==> src/sv/iqdem_pkg.sv <==
// ----------------------------------------------------------------------------
// iqdem_pkg
// Shared types, register indexes and CORDIC angle table for the IQ demodulator.
// ----------------------------------------------------------------------------
package iqdem_pkg;

    localparam int SAMPLE_WIDTH_DEF = 16;
    localparam int COUNT_WIDTH_DEF  = 8;

    localparam int CFG_INDEX_W = 1;
    localparam int CFG_DATA_W  = 8;
    localparam int MODE_W      = 2;
    localparam int DECIM_W     = 8;

    localparam logic [CFG_INDEX_W-1:0] REG_MODE       = 1'b0;
    localparam logic [CFG_INDEX_W-1:0] REG_DECIMATION = 1'b1;

    localparam logic [DECIM_W-1:0] DECIM_RESET = 8'd4;

    localparam int CORDIC_STEPS = 16;
    // step counter covers both the cordic loop and a root of up to 32 bits
    localparam int STEP_W       = 5;
    localparam int ATAN_W       = 30;
    localparam int ZW           = 34;

    typedef enum logic [MODE_W-1:0] {
        MODE_AM  = 2'd0,
        MODE_FM  = 2'd1,
        MODE_USB = 2'd2,
        MODE_LSB = 2'd3
    } mode_t;

    typedef enum logic [2:0] {
        ST_IDLE,
        ST_MUL_A,
        ST_MUL_B,
        ST_FOLD,
        ST_CORDIC,
        ST_SQRT,
        ST_FINISH
    } state_t;

    typedef struct packed {
        logic              load;
        logic              mul_first;
        logic              mul_second;
        logic              fold;
        logic              cordic_step;
        logic              sqrt_step;
        logic              out_load;
        logic [STEP_W-1:0] step;
    } dp_cmd_t;

    typedef struct packed {
        logic  emit;
        logic  out_free;
        mode_t mode;
    } dp_status_t;

    // atan(2^-k) in units of 2^-32 turn
    function automatic logic [ATAN_W-1:0] atan_turns(input logic [STEP_W-1:0] k);
        logic [ATAN_W-1:0] v;
        unique case (k)
            5'd0:    v = 30'd536870912;
            5'd1:    v = 30'd316933406;
            5'd2:    v = 30'd167458907;
            5'd3:    v = 30'd85004756;
            5'd4:    v = 30'd42667331;
            5'd5:    v = 30'd21354465;
            5'd6:    v = 30'd10680862;
            5'd7:    v = 30'd5340245;
            5'd8:    v = 30'd2670163;
            5'd9:    v = 30'd1335087;
            5'd10:   v = 30'd667544;
            5'd11:   v = 30'd333772;
            5'd12:   v = 30'd166886;
            5'd13:   v = 30'd83443;
            5'd14:   v = 30'd41722;
            5'd15:   v = 30'd20861;
            default: v = '0;
        endcase
        return v;
    endfunction

endpackage

==> src/sv/iqdem_ctrl.sv <==
// ----------------------------------------------------------------------------
// iqdem_ctrl
// Sequencer for the demodulator: multiply passes, cordic and square root loops.
// ----------------------------------------------------------------------------
module iqdem_ctrl
    import iqdem_pkg::*;
#(
    parameter int SAMPLE_WIDTH = SAMPLE_WIDTH_DEF
)
(
    input  logic       clk,
    input  logic       rst_n,
    input  logic       in_valid,
    output logic       in_stall,
    input  dp_status_t status,
    output dp_cmd_t    cmd
);

    localparam logic [STEP_W-1:0] CORDIC_LAST = STEP_W'(CORDIC_STEPS - 1);
    localparam logic [STEP_W-1:0] SQRT_LAST   = STEP_W'(SAMPLE_WIDTH - 1);

    state_t            state_reg;
    state_t            state_next;
    logic [STEP_W-1:0] step_reg;
    logic [STEP_W-1:0] step_next;

    always_ff @(posedge clk or negedge rst_n)
    begin
        if (!rst_n)
        begin
            state_reg <= ST_IDLE;
            step_reg  <= '0;
        end
        else
        begin
            state_reg <= state_next;
            step_reg  <= step_next;
        end
    end

    always_comb
    begin
        state_next = state_reg;
        step_next  = '0;
        in_stall   = 1'b1;
        cmd        = '0;
        cmd.step   = step_reg;
        unique case (state_reg)
            ST_IDLE:
            begin
                in_stall = 1'b0;
                cmd.load = in_valid;
                if (in_valid && status.emit)
                begin
                    if (status.mode == MODE_AM || status.mode == MODE_FM)
                        state_next = ST_MUL_A;
                    else
                        state_next = ST_FINISH;
                end
            end
            ST_MUL_A:
            begin
                cmd.mul_first = 1'b1;
                state_next    = ST_MUL_B;
            end
            ST_MUL_B:
            begin
                cmd.mul_second = 1'b1;
                if (status.mode == MODE_AM)
                    state_next = ST_SQRT;
                else
                    state_next = ST_FOLD;
            end
            ST_FOLD:
            begin
                cmd.fold   = 1'b1;
                state_next = ST_CORDIC;
            end
            ST_CORDIC:
            begin
                cmd.cordic_step = 1'b1;
                if (step_reg == CORDIC_LAST)
                    state_next = ST_FINISH;
                else
                    step_next = step_reg + 1'b1;
            end
            ST_SQRT:
            begin
                cmd.sqrt_step = 1'b1;
                if (step_reg == SQRT_LAST)
                    state_next = ST_FINISH;
                else
                    step_next = step_reg + 1'b1;
            end
            ST_FINISH:
            begin
                cmd.out_load = status.out_free;
                if (status.out_free)
                    state_next = ST_IDLE;
            end
            default:
            begin
                state_next = ST_IDLE;
            end
        endcase
    end

endmodule

==> src/sv/iqdem_datapath.sv <==
// ----------------------------------------------------------------------------
// iqdem_datapath
// Registers, shared multipliers, cordic vectoring unit, bit-serial square root,
// decimation counter and the output register.
// ----------------------------------------------------------------------------
module iqdem_datapath
    import iqdem_pkg::*;
#(
    parameter int SAMPLE_WIDTH = SAMPLE_WIDTH_DEF,
    parameter int COUNT_WIDTH  = COUNT_WIDTH_DEF
)
(
    input  logic                           clk,
    input  logic                           rst_n,
    input  logic                           cfg_write,
    input  logic [CFG_INDEX_W-1:0]         cfg_index,
    input  logic [CFG_DATA_W-1:0]          cfg_data,
    input  logic signed [SAMPLE_WIDTH-1:0] i_sample,
    input  logic signed [SAMPLE_WIDTH-1:0] q_sample,
    output logic                           out_valid,
    input  logic                           out_stall,
    output logic signed [SAMPLE_WIDTH-1:0] audio,
    input  dp_cmd_t                        cmd,
    output dp_status_t                     status
);

    localparam int SW    = SAMPLE_WIDTH;
    localparam int PW    = 2 * SW;
    localparam int SUMW  = PW + 1;
    localparam int XW    = PW + 3;
    localparam int RW    = ZW + 3;
    localparam int CMPW  = (COUNT_WIDTH > DECIM_W) ? COUNT_WIDTH : DECIM_W;
    localparam int H_INT = 1 << (SW - 1);
    localparam int FM_SHIFT = 32 - SW;

    localparam logic signed [RW-1:0] SAT_HI = RW'(H_INT - 1);
    localparam logic signed [RW-1:0] SAT_LO = RW'(-H_INT);
    localparam logic signed [RW-1:0] H_WIDE = RW'(H_INT);
    localparam logic signed [ZW-1:0] Z_HALF = ZW'(64'sd2147483648);

    mode_t                   mode_reg;
    logic [DECIM_W-1:0]      decim_reg;
    logic [COUNT_WIDTH-1:0]  count_reg;
    logic signed [SW-1:0]    prev_i_reg;
    logic signed [SW-1:0]    prev_q_reg;
    logic                    out_valid_reg;

    logic signed [SW-1:0]    ci_reg;
    logic signed [SW-1:0]    cq_reg;
    logic signed [SW-1:0]    pi_reg;
    logic signed [SW-1:0]    pq_reg;
    logic signed [PW-1:0]    prod_a_reg;
    logic signed [PW-1:0]    prod_b_reg;
    logic signed [SUMW-1:0]  sum_reg;
    logic signed [XW-1:0]    x_reg;
    logic signed [XW-1:0]    y_reg;
    logic signed [ZW-1:0]    z_reg;
    logic                    zero_reg;
    logic [SW+1:0]           rem_reg;
    logic [SW-1:0]           root_reg;
    logic signed [SW-1:0]    audio_reg;

    logic                    emit;
    logic                    out_free;
    logic signed [SW-1:0]    mul_a_l;
    logic signed [SW-1:0]    mul_a_r;
    logic signed [SW-1:0]    mul_b_l;
    logic signed [SW-1:0]    mul_b_r;
    logic signed [PW-1:0]    mul_a;
    logic signed [PW-1:0]    mul_b;
    logic signed [SUMW-1:0]  im_val;
    logic signed [XW-1:0]    re_ext;
    logic signed [XW-1:0]    im_ext;
    logic signed [XW-1:0]    xs;
    logic signed [XW-1:0]    ys;
    logic signed [ZW-1:0]    atan_k;
    logic [SW+1:0]           rem_shift;
    logic [SW+1:0]           trial;
    logic signed [RW-1:0]    z_ext;
    logic signed [RW-1:0]    z_scaled;
    logic signed [RW-1:0]    res_wide;
    logic signed [RW-1:0]    res_sat;

    assign emit     = CMPW'(count_reg) >= CMPW'(decim_reg);
    assign out_free = !out_valid_reg || !out_stall;

    assign status.emit     = emit;
    assign status.out_free = out_free;
    assign status.mode     = mode_reg;

    assign out_valid = out_valid_reg;
    assign audio     = audio_reg;

    // two shared multipliers: squares for am, products of current and previous samples for fm
    always_comb
    begin
        if (cmd.mul_second)
        begin
            mul_a_l = cq_reg;
            mul_a_r = pi_reg;
            mul_b_l = ci_reg;
            mul_b_r = pq_reg;
        end
        else
        begin
            mul_a_l = ci_reg;
            mul_b_l = cq_reg;
            mul_a_r = (mode_reg == MODE_AM) ? ci_reg : pi_reg;
            mul_b_r = (mode_reg == MODE_AM) ? cq_reg : pq_reg;
        end
    end

    assign mul_a = mul_a_l * mul_a_r;
    assign mul_b = mul_b_l * mul_b_r;

    assign im_val = SUMW'(prod_a_reg) - SUMW'(prod_b_reg);
    assign re_ext = XW'(sum_reg);
    assign im_ext = XW'(im_val);

    assign xs     = x_reg >>> cmd.step;
    assign ys     = y_reg >>> cmd.step;
    assign atan_k = ZW'(atan_turns(cmd.step));

    assign rem_shift = {rem_reg[SW-1:0], sum_reg[PW-1:PW-2]};
    assign trial     = {root_reg, 2'b01};

    assign z_ext    = RW'(z_reg);
    assign z_scaled = ((z_ext <<< 2) + z_ext) >>> FM_SHIFT;

    always_comb
    begin
        unique case (mode_reg)
            MODE_AM:  res_wide = RW'(signed'({1'b0, root_reg, 1'b0})) - H_WIDE;
            MODE_FM:  res_wide = zero_reg ? '0 : z_scaled;
            MODE_USB: res_wide = RW'(ci_reg) <<< 1;
            MODE_LSB: res_wide = RW'(cq_reg) <<< 1;
            default:  res_wide = '0;
        endcase
        if (res_wide > SAT_HI)
            res_sat = SAT_HI;
        else if (res_wide < SAT_LO)
            res_sat = SAT_LO;
        else
            res_sat = res_wide;
    end

    always_ff @(posedge clk or negedge rst_n)
    begin
        if (!rst_n)
        begin
            mode_reg      <= MODE_FM;
            decim_reg     <= DECIM_RESET;
            count_reg     <= '0;
            prev_i_reg    <= '0;
            prev_q_reg    <= '0;
            out_valid_reg <= 1'b0;
        end
        else
        begin
            if (cfg_write)
            begin
                if (cfg_index == REG_MODE)
                    mode_reg <= mode_t'(cfg_data[MODE_W-1:0]);
                else if (cfg_index == REG_DECIMATION)
                    decim_reg <= cfg_data[DECIM_W-1:0];
            end
            if (cmd.load)
            begin
                prev_i_reg <= i_sample;
                prev_q_reg <= q_sample;
                if (emit)
                    count_reg <= '0;
                else
                    count_reg <= count_reg + 1'b1;
            end
            if (cmd.out_load)
                out_valid_reg <= 1'b1;
            else if (!out_stall)
                out_valid_reg <= 1'b0;
        end
    end

    always_ff @(posedge clk)
    begin
        if (cmd.load)
        begin
            ci_reg <= i_sample;
            cq_reg <= q_sample;
            pi_reg <= prev_i_reg;
            pq_reg <= prev_q_reg;
        end
        if (cmd.mul_first || cmd.mul_second)
        begin
            prod_a_reg <= mul_a;
            prod_b_reg <= mul_b;
        end
        if (cmd.mul_second)
        begin
            sum_reg  <= SUMW'(prod_a_reg) + SUMW'(prod_b_reg);
            rem_reg  <= '0;
            root_reg <= '0;
        end
        if (cmd.fold)
        begin
            zero_reg <= (sum_reg == '0) && (im_val == '0);
            if (sum_reg < 0)
            begin
                x_reg <= -re_ext;
                y_reg <= -im_ext;
                z_reg <= (im_val >= 0) ? Z_HALF : -Z_HALF;
            end
            else
            begin
                x_reg <= re_ext;
                y_reg <= im_ext;
                z_reg <= '0;
            end
        end
        if (cmd.cordic_step)
        begin
            if (y_reg >= 0)
            begin
                x_reg <= x_reg + ys;
                y_reg <= y_reg - xs;
                z_reg <= z_reg + atan_k;
            end
            else
            begin
                x_reg <= x_reg - ys;
                y_reg <= y_reg + xs;
                z_reg <= z_reg - atan_k;
            end
        end
        if (cmd.sqrt_step)
        begin
            sum_reg <= sum_reg <<< 2;
            if (rem_shift >= trial)
            begin
                rem_reg  <= rem_shift - trial;
                root_reg <= {root_reg[SW-2:0], 1'b1};
            end
            else
            begin
                rem_reg  <= rem_shift;
                root_reg <= {root_reg[SW-2:0], 1'b0};
            end
        end
        if (cmd.out_load)
            audio_reg <= res_sat[SW-1:0];
    end

endmodule

==> src/sv/iq_am_fm_ssb_demodulator_core.sv <==
// ----------------------------------------------------------------------------
// iq_am_fm_ssb_demodulator_core
// AM / FM / USB / LSB demodulator for complex baseband samples with decimation.
// ----------------------------------------------------------------------------
// One input item is taken per cycle while no result is being worked on; an item
// that produces no audio sample (decimation) is done once taken. An item that
// produces a sample goes straight to the output register in USB or LSB mode; in
// AM mode it takes two multiplier passes and a bit-serial square root (one root
// bit per cycle), and in FM mode two passes through the shared multiplier pair,
// fold, sixteen CORDIC vectoring steps and the final scaling. The output register
// lets the next item enter while the previous audio sample still waits on out_stall.
module iq_am_fm_ssb_demodulator_core
    import iqdem_pkg::*;
#(
    parameter int SAMPLE_WIDTH = SAMPLE_WIDTH_DEF,
    parameter int COUNT_WIDTH  = COUNT_WIDTH_DEF
)
(
    input  logic                           clk,
    input  logic                           rst_n,
    input  logic                           cfg_write,
    input  logic [CFG_INDEX_W-1:0]         cfg_index,
    input  logic [CFG_DATA_W-1:0]          cfg_data,
    input  logic                           in_valid,
    output logic                           in_stall,
    input  logic signed [SAMPLE_WIDTH-1:0] i_sample,
    input  logic signed [SAMPLE_WIDTH-1:0] q_sample,
    output logic                           out_valid,
    input  logic                           out_stall,
    output logic signed [SAMPLE_WIDTH-1:0] audio
);

    dp_cmd_t    cmd;
    dp_status_t status;

    iqdem_ctrl #(
        .SAMPLE_WIDTH (SAMPLE_WIDTH)
    ) u_ctrl (
        .clk      (clk),
        .rst_n    (rst_n),
        .in_valid (in_valid),
        .in_stall (in_stall),
        .status   (status),
        .cmd      (cmd)
    );

    iqdem_datapath #(
        .SAMPLE_WIDTH (SAMPLE_WIDTH),
        .COUNT_WIDTH  (COUNT_WIDTH)
    ) u_datapath (
        .clk       (clk),
        .rst_n     (rst_n),
        .cfg_write (cfg_write),
        .cfg_index (cfg_index),
        .cfg_data  (cfg_data),
        .i_sample  (i_sample),
        .q_sample  (q_sample),
        .out_valid (out_valid),
        .out_stall (out_stall),
        .audio     (audio),
        .cmd       (cmd),
        .status    (status)
    );

endmodule
==> config.mk <==
export PLATFORM = sky130hd
export DESIGN_NAME = iq_am_fm_ssb_demodulator_core
export DESIGN_NICKNAME = d
export VERILOG_FILES = /design/src/sv/iqdem_pkg.sv /design/src/sv/iqdem_ctrl.sv /design/src/sv/iqdem_datapath.sv /design/src/sv/iq_am_fm_ssb_demodulator_core.sv
export SDC_FILE = /design/constraint.sdc
export NUM_CORES = 2
export LEC_CHECK = 0
export BUFFER_PORTS_ARGS = -buffer_cell sky130_fd_sc_hd__buf_2
export CAP_MARGIN = 20
export CORE_MARGIN = 3
export CORE_UTILIZATION = 39
export CTS_CLUSTER_SIZE = 40
export DETAILED_ROUTE_END_ITERATION = 12
export SETUP_SLACK_MARGIN = 0.2
export SLEW_MARGIN = 20
export SYNTH_ARGS = -nofsm -noshare
export SYNTH_HDL_FRONTEND = slang
export SYNTH_SLANG_ARGS = --single-unit
==> constraint.sdc <==
create_clock -name clk -period 10.9 [get_ports clk]
set_input_delay 0 -clock clk [delete_from_list [all_inputs] [get_ports clk]]
set_output_delay 0 -clock clk [all_outputs]
set_load 0.02 [all_outputs]
==> metrics.yaml <==
cp_slowest_cell: "mux2i_1"
async_flop_share: 0.158
crit_type: "reg2reg"
first_iter_violations: 3873
path_max_fanout: 30
num_io_pins: 64
grt_util_all_layers: 0.243
drc_errors: 0
die-height_um: 377
cp.arrival_ns: 9.73
std_cell_rows: 135
hold_viol_final: 0
required_ns: 11.26
avgSynthCellArea_um2: 8.90
maxCapViolations: 0
grt_pass1_vias: 44193
globalRouteOverflowTotal: 0
slew_viol_final: 0
path_delay_family: "adder cells"
gp_congestion: 0.986
setup_violations: 0
yosys-top-cells-area: "fa_1 20%, edfxtp_1 17%, ha_1 9.4%"
core-area_um2: 136000
status: "completed"
synthFlopType: "edfxtp_1"
crit_buf_inv: 6
relSlewSlack: 0.233
ys_ff_latch: 373
diodes: 0
fin_tns_setup_ns: 0
areaGrowthSynthToFinish_pct: 8.42
h-tree-depth: 2
synth.top_cells.by_count: "753 x inv_1, 748 x nand2_1, 602 x nor2_1, 529 x fa_1, 404 x ha_1"
cts_sinks: 373
fin_skew_ns: 0.0408
cts_resized: 0
grt_pass1_wl_um: 267000
synth_most_common_cell: "inv_1"
vias: 44425
worstSetupStartpointType: "flop"
finalCritPeriodShare: 0.860
worst_pin_slew_ns: 1.12
yosysTopAreaCell: "fa_1"
wl_per_cell_um: 21.9
netlist.area_leader.share: 0.198
synth_warnings: 0
die_w_um: 377
viasPerCell: 5.66
clockBufferDepth: 3
synth_nets: 6998
io_buffers: 63
r2r_setup_slack_ns: 1.53
wl_um: 172000
nets: 7010
cts_tree: "yes"
syn_area_um2: 53600
cts_setup_buffers: 0
cts_root_buffer: "clkbuf_16"
slowest_delay_ns: 0.96
hpwl_um: 137000
dieArea_um2: 142000
postCtsHoldBufs: 55
postRouteAntennaNets: 0
critPathMostFrequentCell: "fa_1"
cts_inserted_buffers: 47
ys_seq_area_frac: 0.203
timing.final.crit_period_ns: 9.37
clk_pin_slew_ns: 0.06
start_util: 0.394
clock_latency_ns: 0.66
synthDistinctLibCells: 91
hold_path_class: "in2async"
synth_edf_count: 312
drive_gt1_frac: 0.0771
grt_setup_unrepaired: "no"
fmax_mhz: 107
antenna_found_initial: 6
n_fill_cell: 13395
syn_inst: 6019
drt-pass1-iter-count: 8
grt_max_degree: 97
worstSetupEndpointType: "flop"
==> layer usage <==
layer	GRT usage	vias up	wire [µm]
met2	0.393	1558	79300
li1	-	20530	-
met3	0.0333	321	10900
met1	0.333	22012	74900
met4	0.0845	4	6780
met5	0	-	23
==> cell usage in the layout, fill, tap and decap left out, drive strengths merged, types with 66 or more instances in the layout <==
cell type / count
xnor2: 233
fa: 529
nor3: 75
ha: 404
mux4: 86
nand2b: 77
o21ai: 337
a21oi: 292
edfxtp: 312
nand3: 66
nor2: 602
xor2: 138
mux2: 78
a21o: 123
buf: 145
mux2i: 129
inv: 761
nand2: 748
==> worst reg2reg max path: cells and delay by family (launching register included) <==
family                   cells  cell delay, ns
XOR/XNOR                     1            0.14
AO/OA/AOI/OAI                8            1.52
multiplexers                 1            0.96
flip-flops                   1            0.45
adder cells (fa/ha/maj)      7            3.58
buffers and inverters        6            0.89
AND/OR/NAND/NOR              6            1.51
==> path summary, 6_finish.rpt <==
check                                                from                         to  cells past startpoint
min in group clk                              i_sample[8]       u_datapath.ci_reg[8]                      2
worst min register to register  u_datapath.prev_i_reg[11]      u_datapath.pi_reg[11]                      0
worst max-delay path                  u_ctrl.state_reg[0]  u_datapath.prod_a_reg[31]                     29
worst max register to register        u_ctrl.state_reg[0]  u_datapath.prod_a_reg[31]                     29
worst min-delay path                                rst_n       u_datapath.out_valid                      3
max in group asynchronous                           rst_n  u_datapath.prev_i_reg[11]                      3
==> area by class of cell <==
| type | instances | area [µm²] | area share |
|---|---|---|---|
| multi-input combinational | 4652 | 38900 | 0.670 |
| sequential | 373 | 10900 | 0.188 |
| inverter | 757 | 2840 | 0.0490 |
| tap | 1781 | 2230 | 0.0384 |
| timing repair buffer | 200 | 1520 | 0.0261 |
| clock buffer | 55 | 1250 | 0.0215 |
| clock inverter | 32 | 400 | 0.00689 |
==> cell families (layout without fill, tap and decap cells) <==
group | count (synthesis) | after routing | synth area share
AO/OA/AOI/OAI | 1209 | 1209 | 0.144
AND/OR/NAND/NOR | 1846 | 1846 | 0.152
XOR/XNOR | 371 | 371 | 0.0607
flip-flops | 373 | 373 | 0.203
buffers and inverters | 994 | 1044 | 0.0708
adder cells (fa/ha/maj) | 933 | 933 | 0.292
multiplexers | 293 | 293 | 0.0767
==> metrics by stage <==
step / hold WS (ns) / utilization / setup slack (ns) / instance area (µm²) / std cells
finish: 0.0920 / 0.427 / 1.53 / 58100 / 7850
global route: 0.0964 / 0.427 / 0.967 / 58100 / 7850
CTS: 0.0527 / 0.427 / 1.62 / 58000 / 7849
detailed placement: -0.188 / 0.411 / 1.66 / 55800 / 7707
global placement: -0.186 / 0.411 / 1.79 / 55800 / 7707
floorplan: -0.296 / - / 2.40 / 53600 / 6019
Power is not shown: default switching activity piles up to over one toggle a cycle in this logic, so the estimate is an artifact.
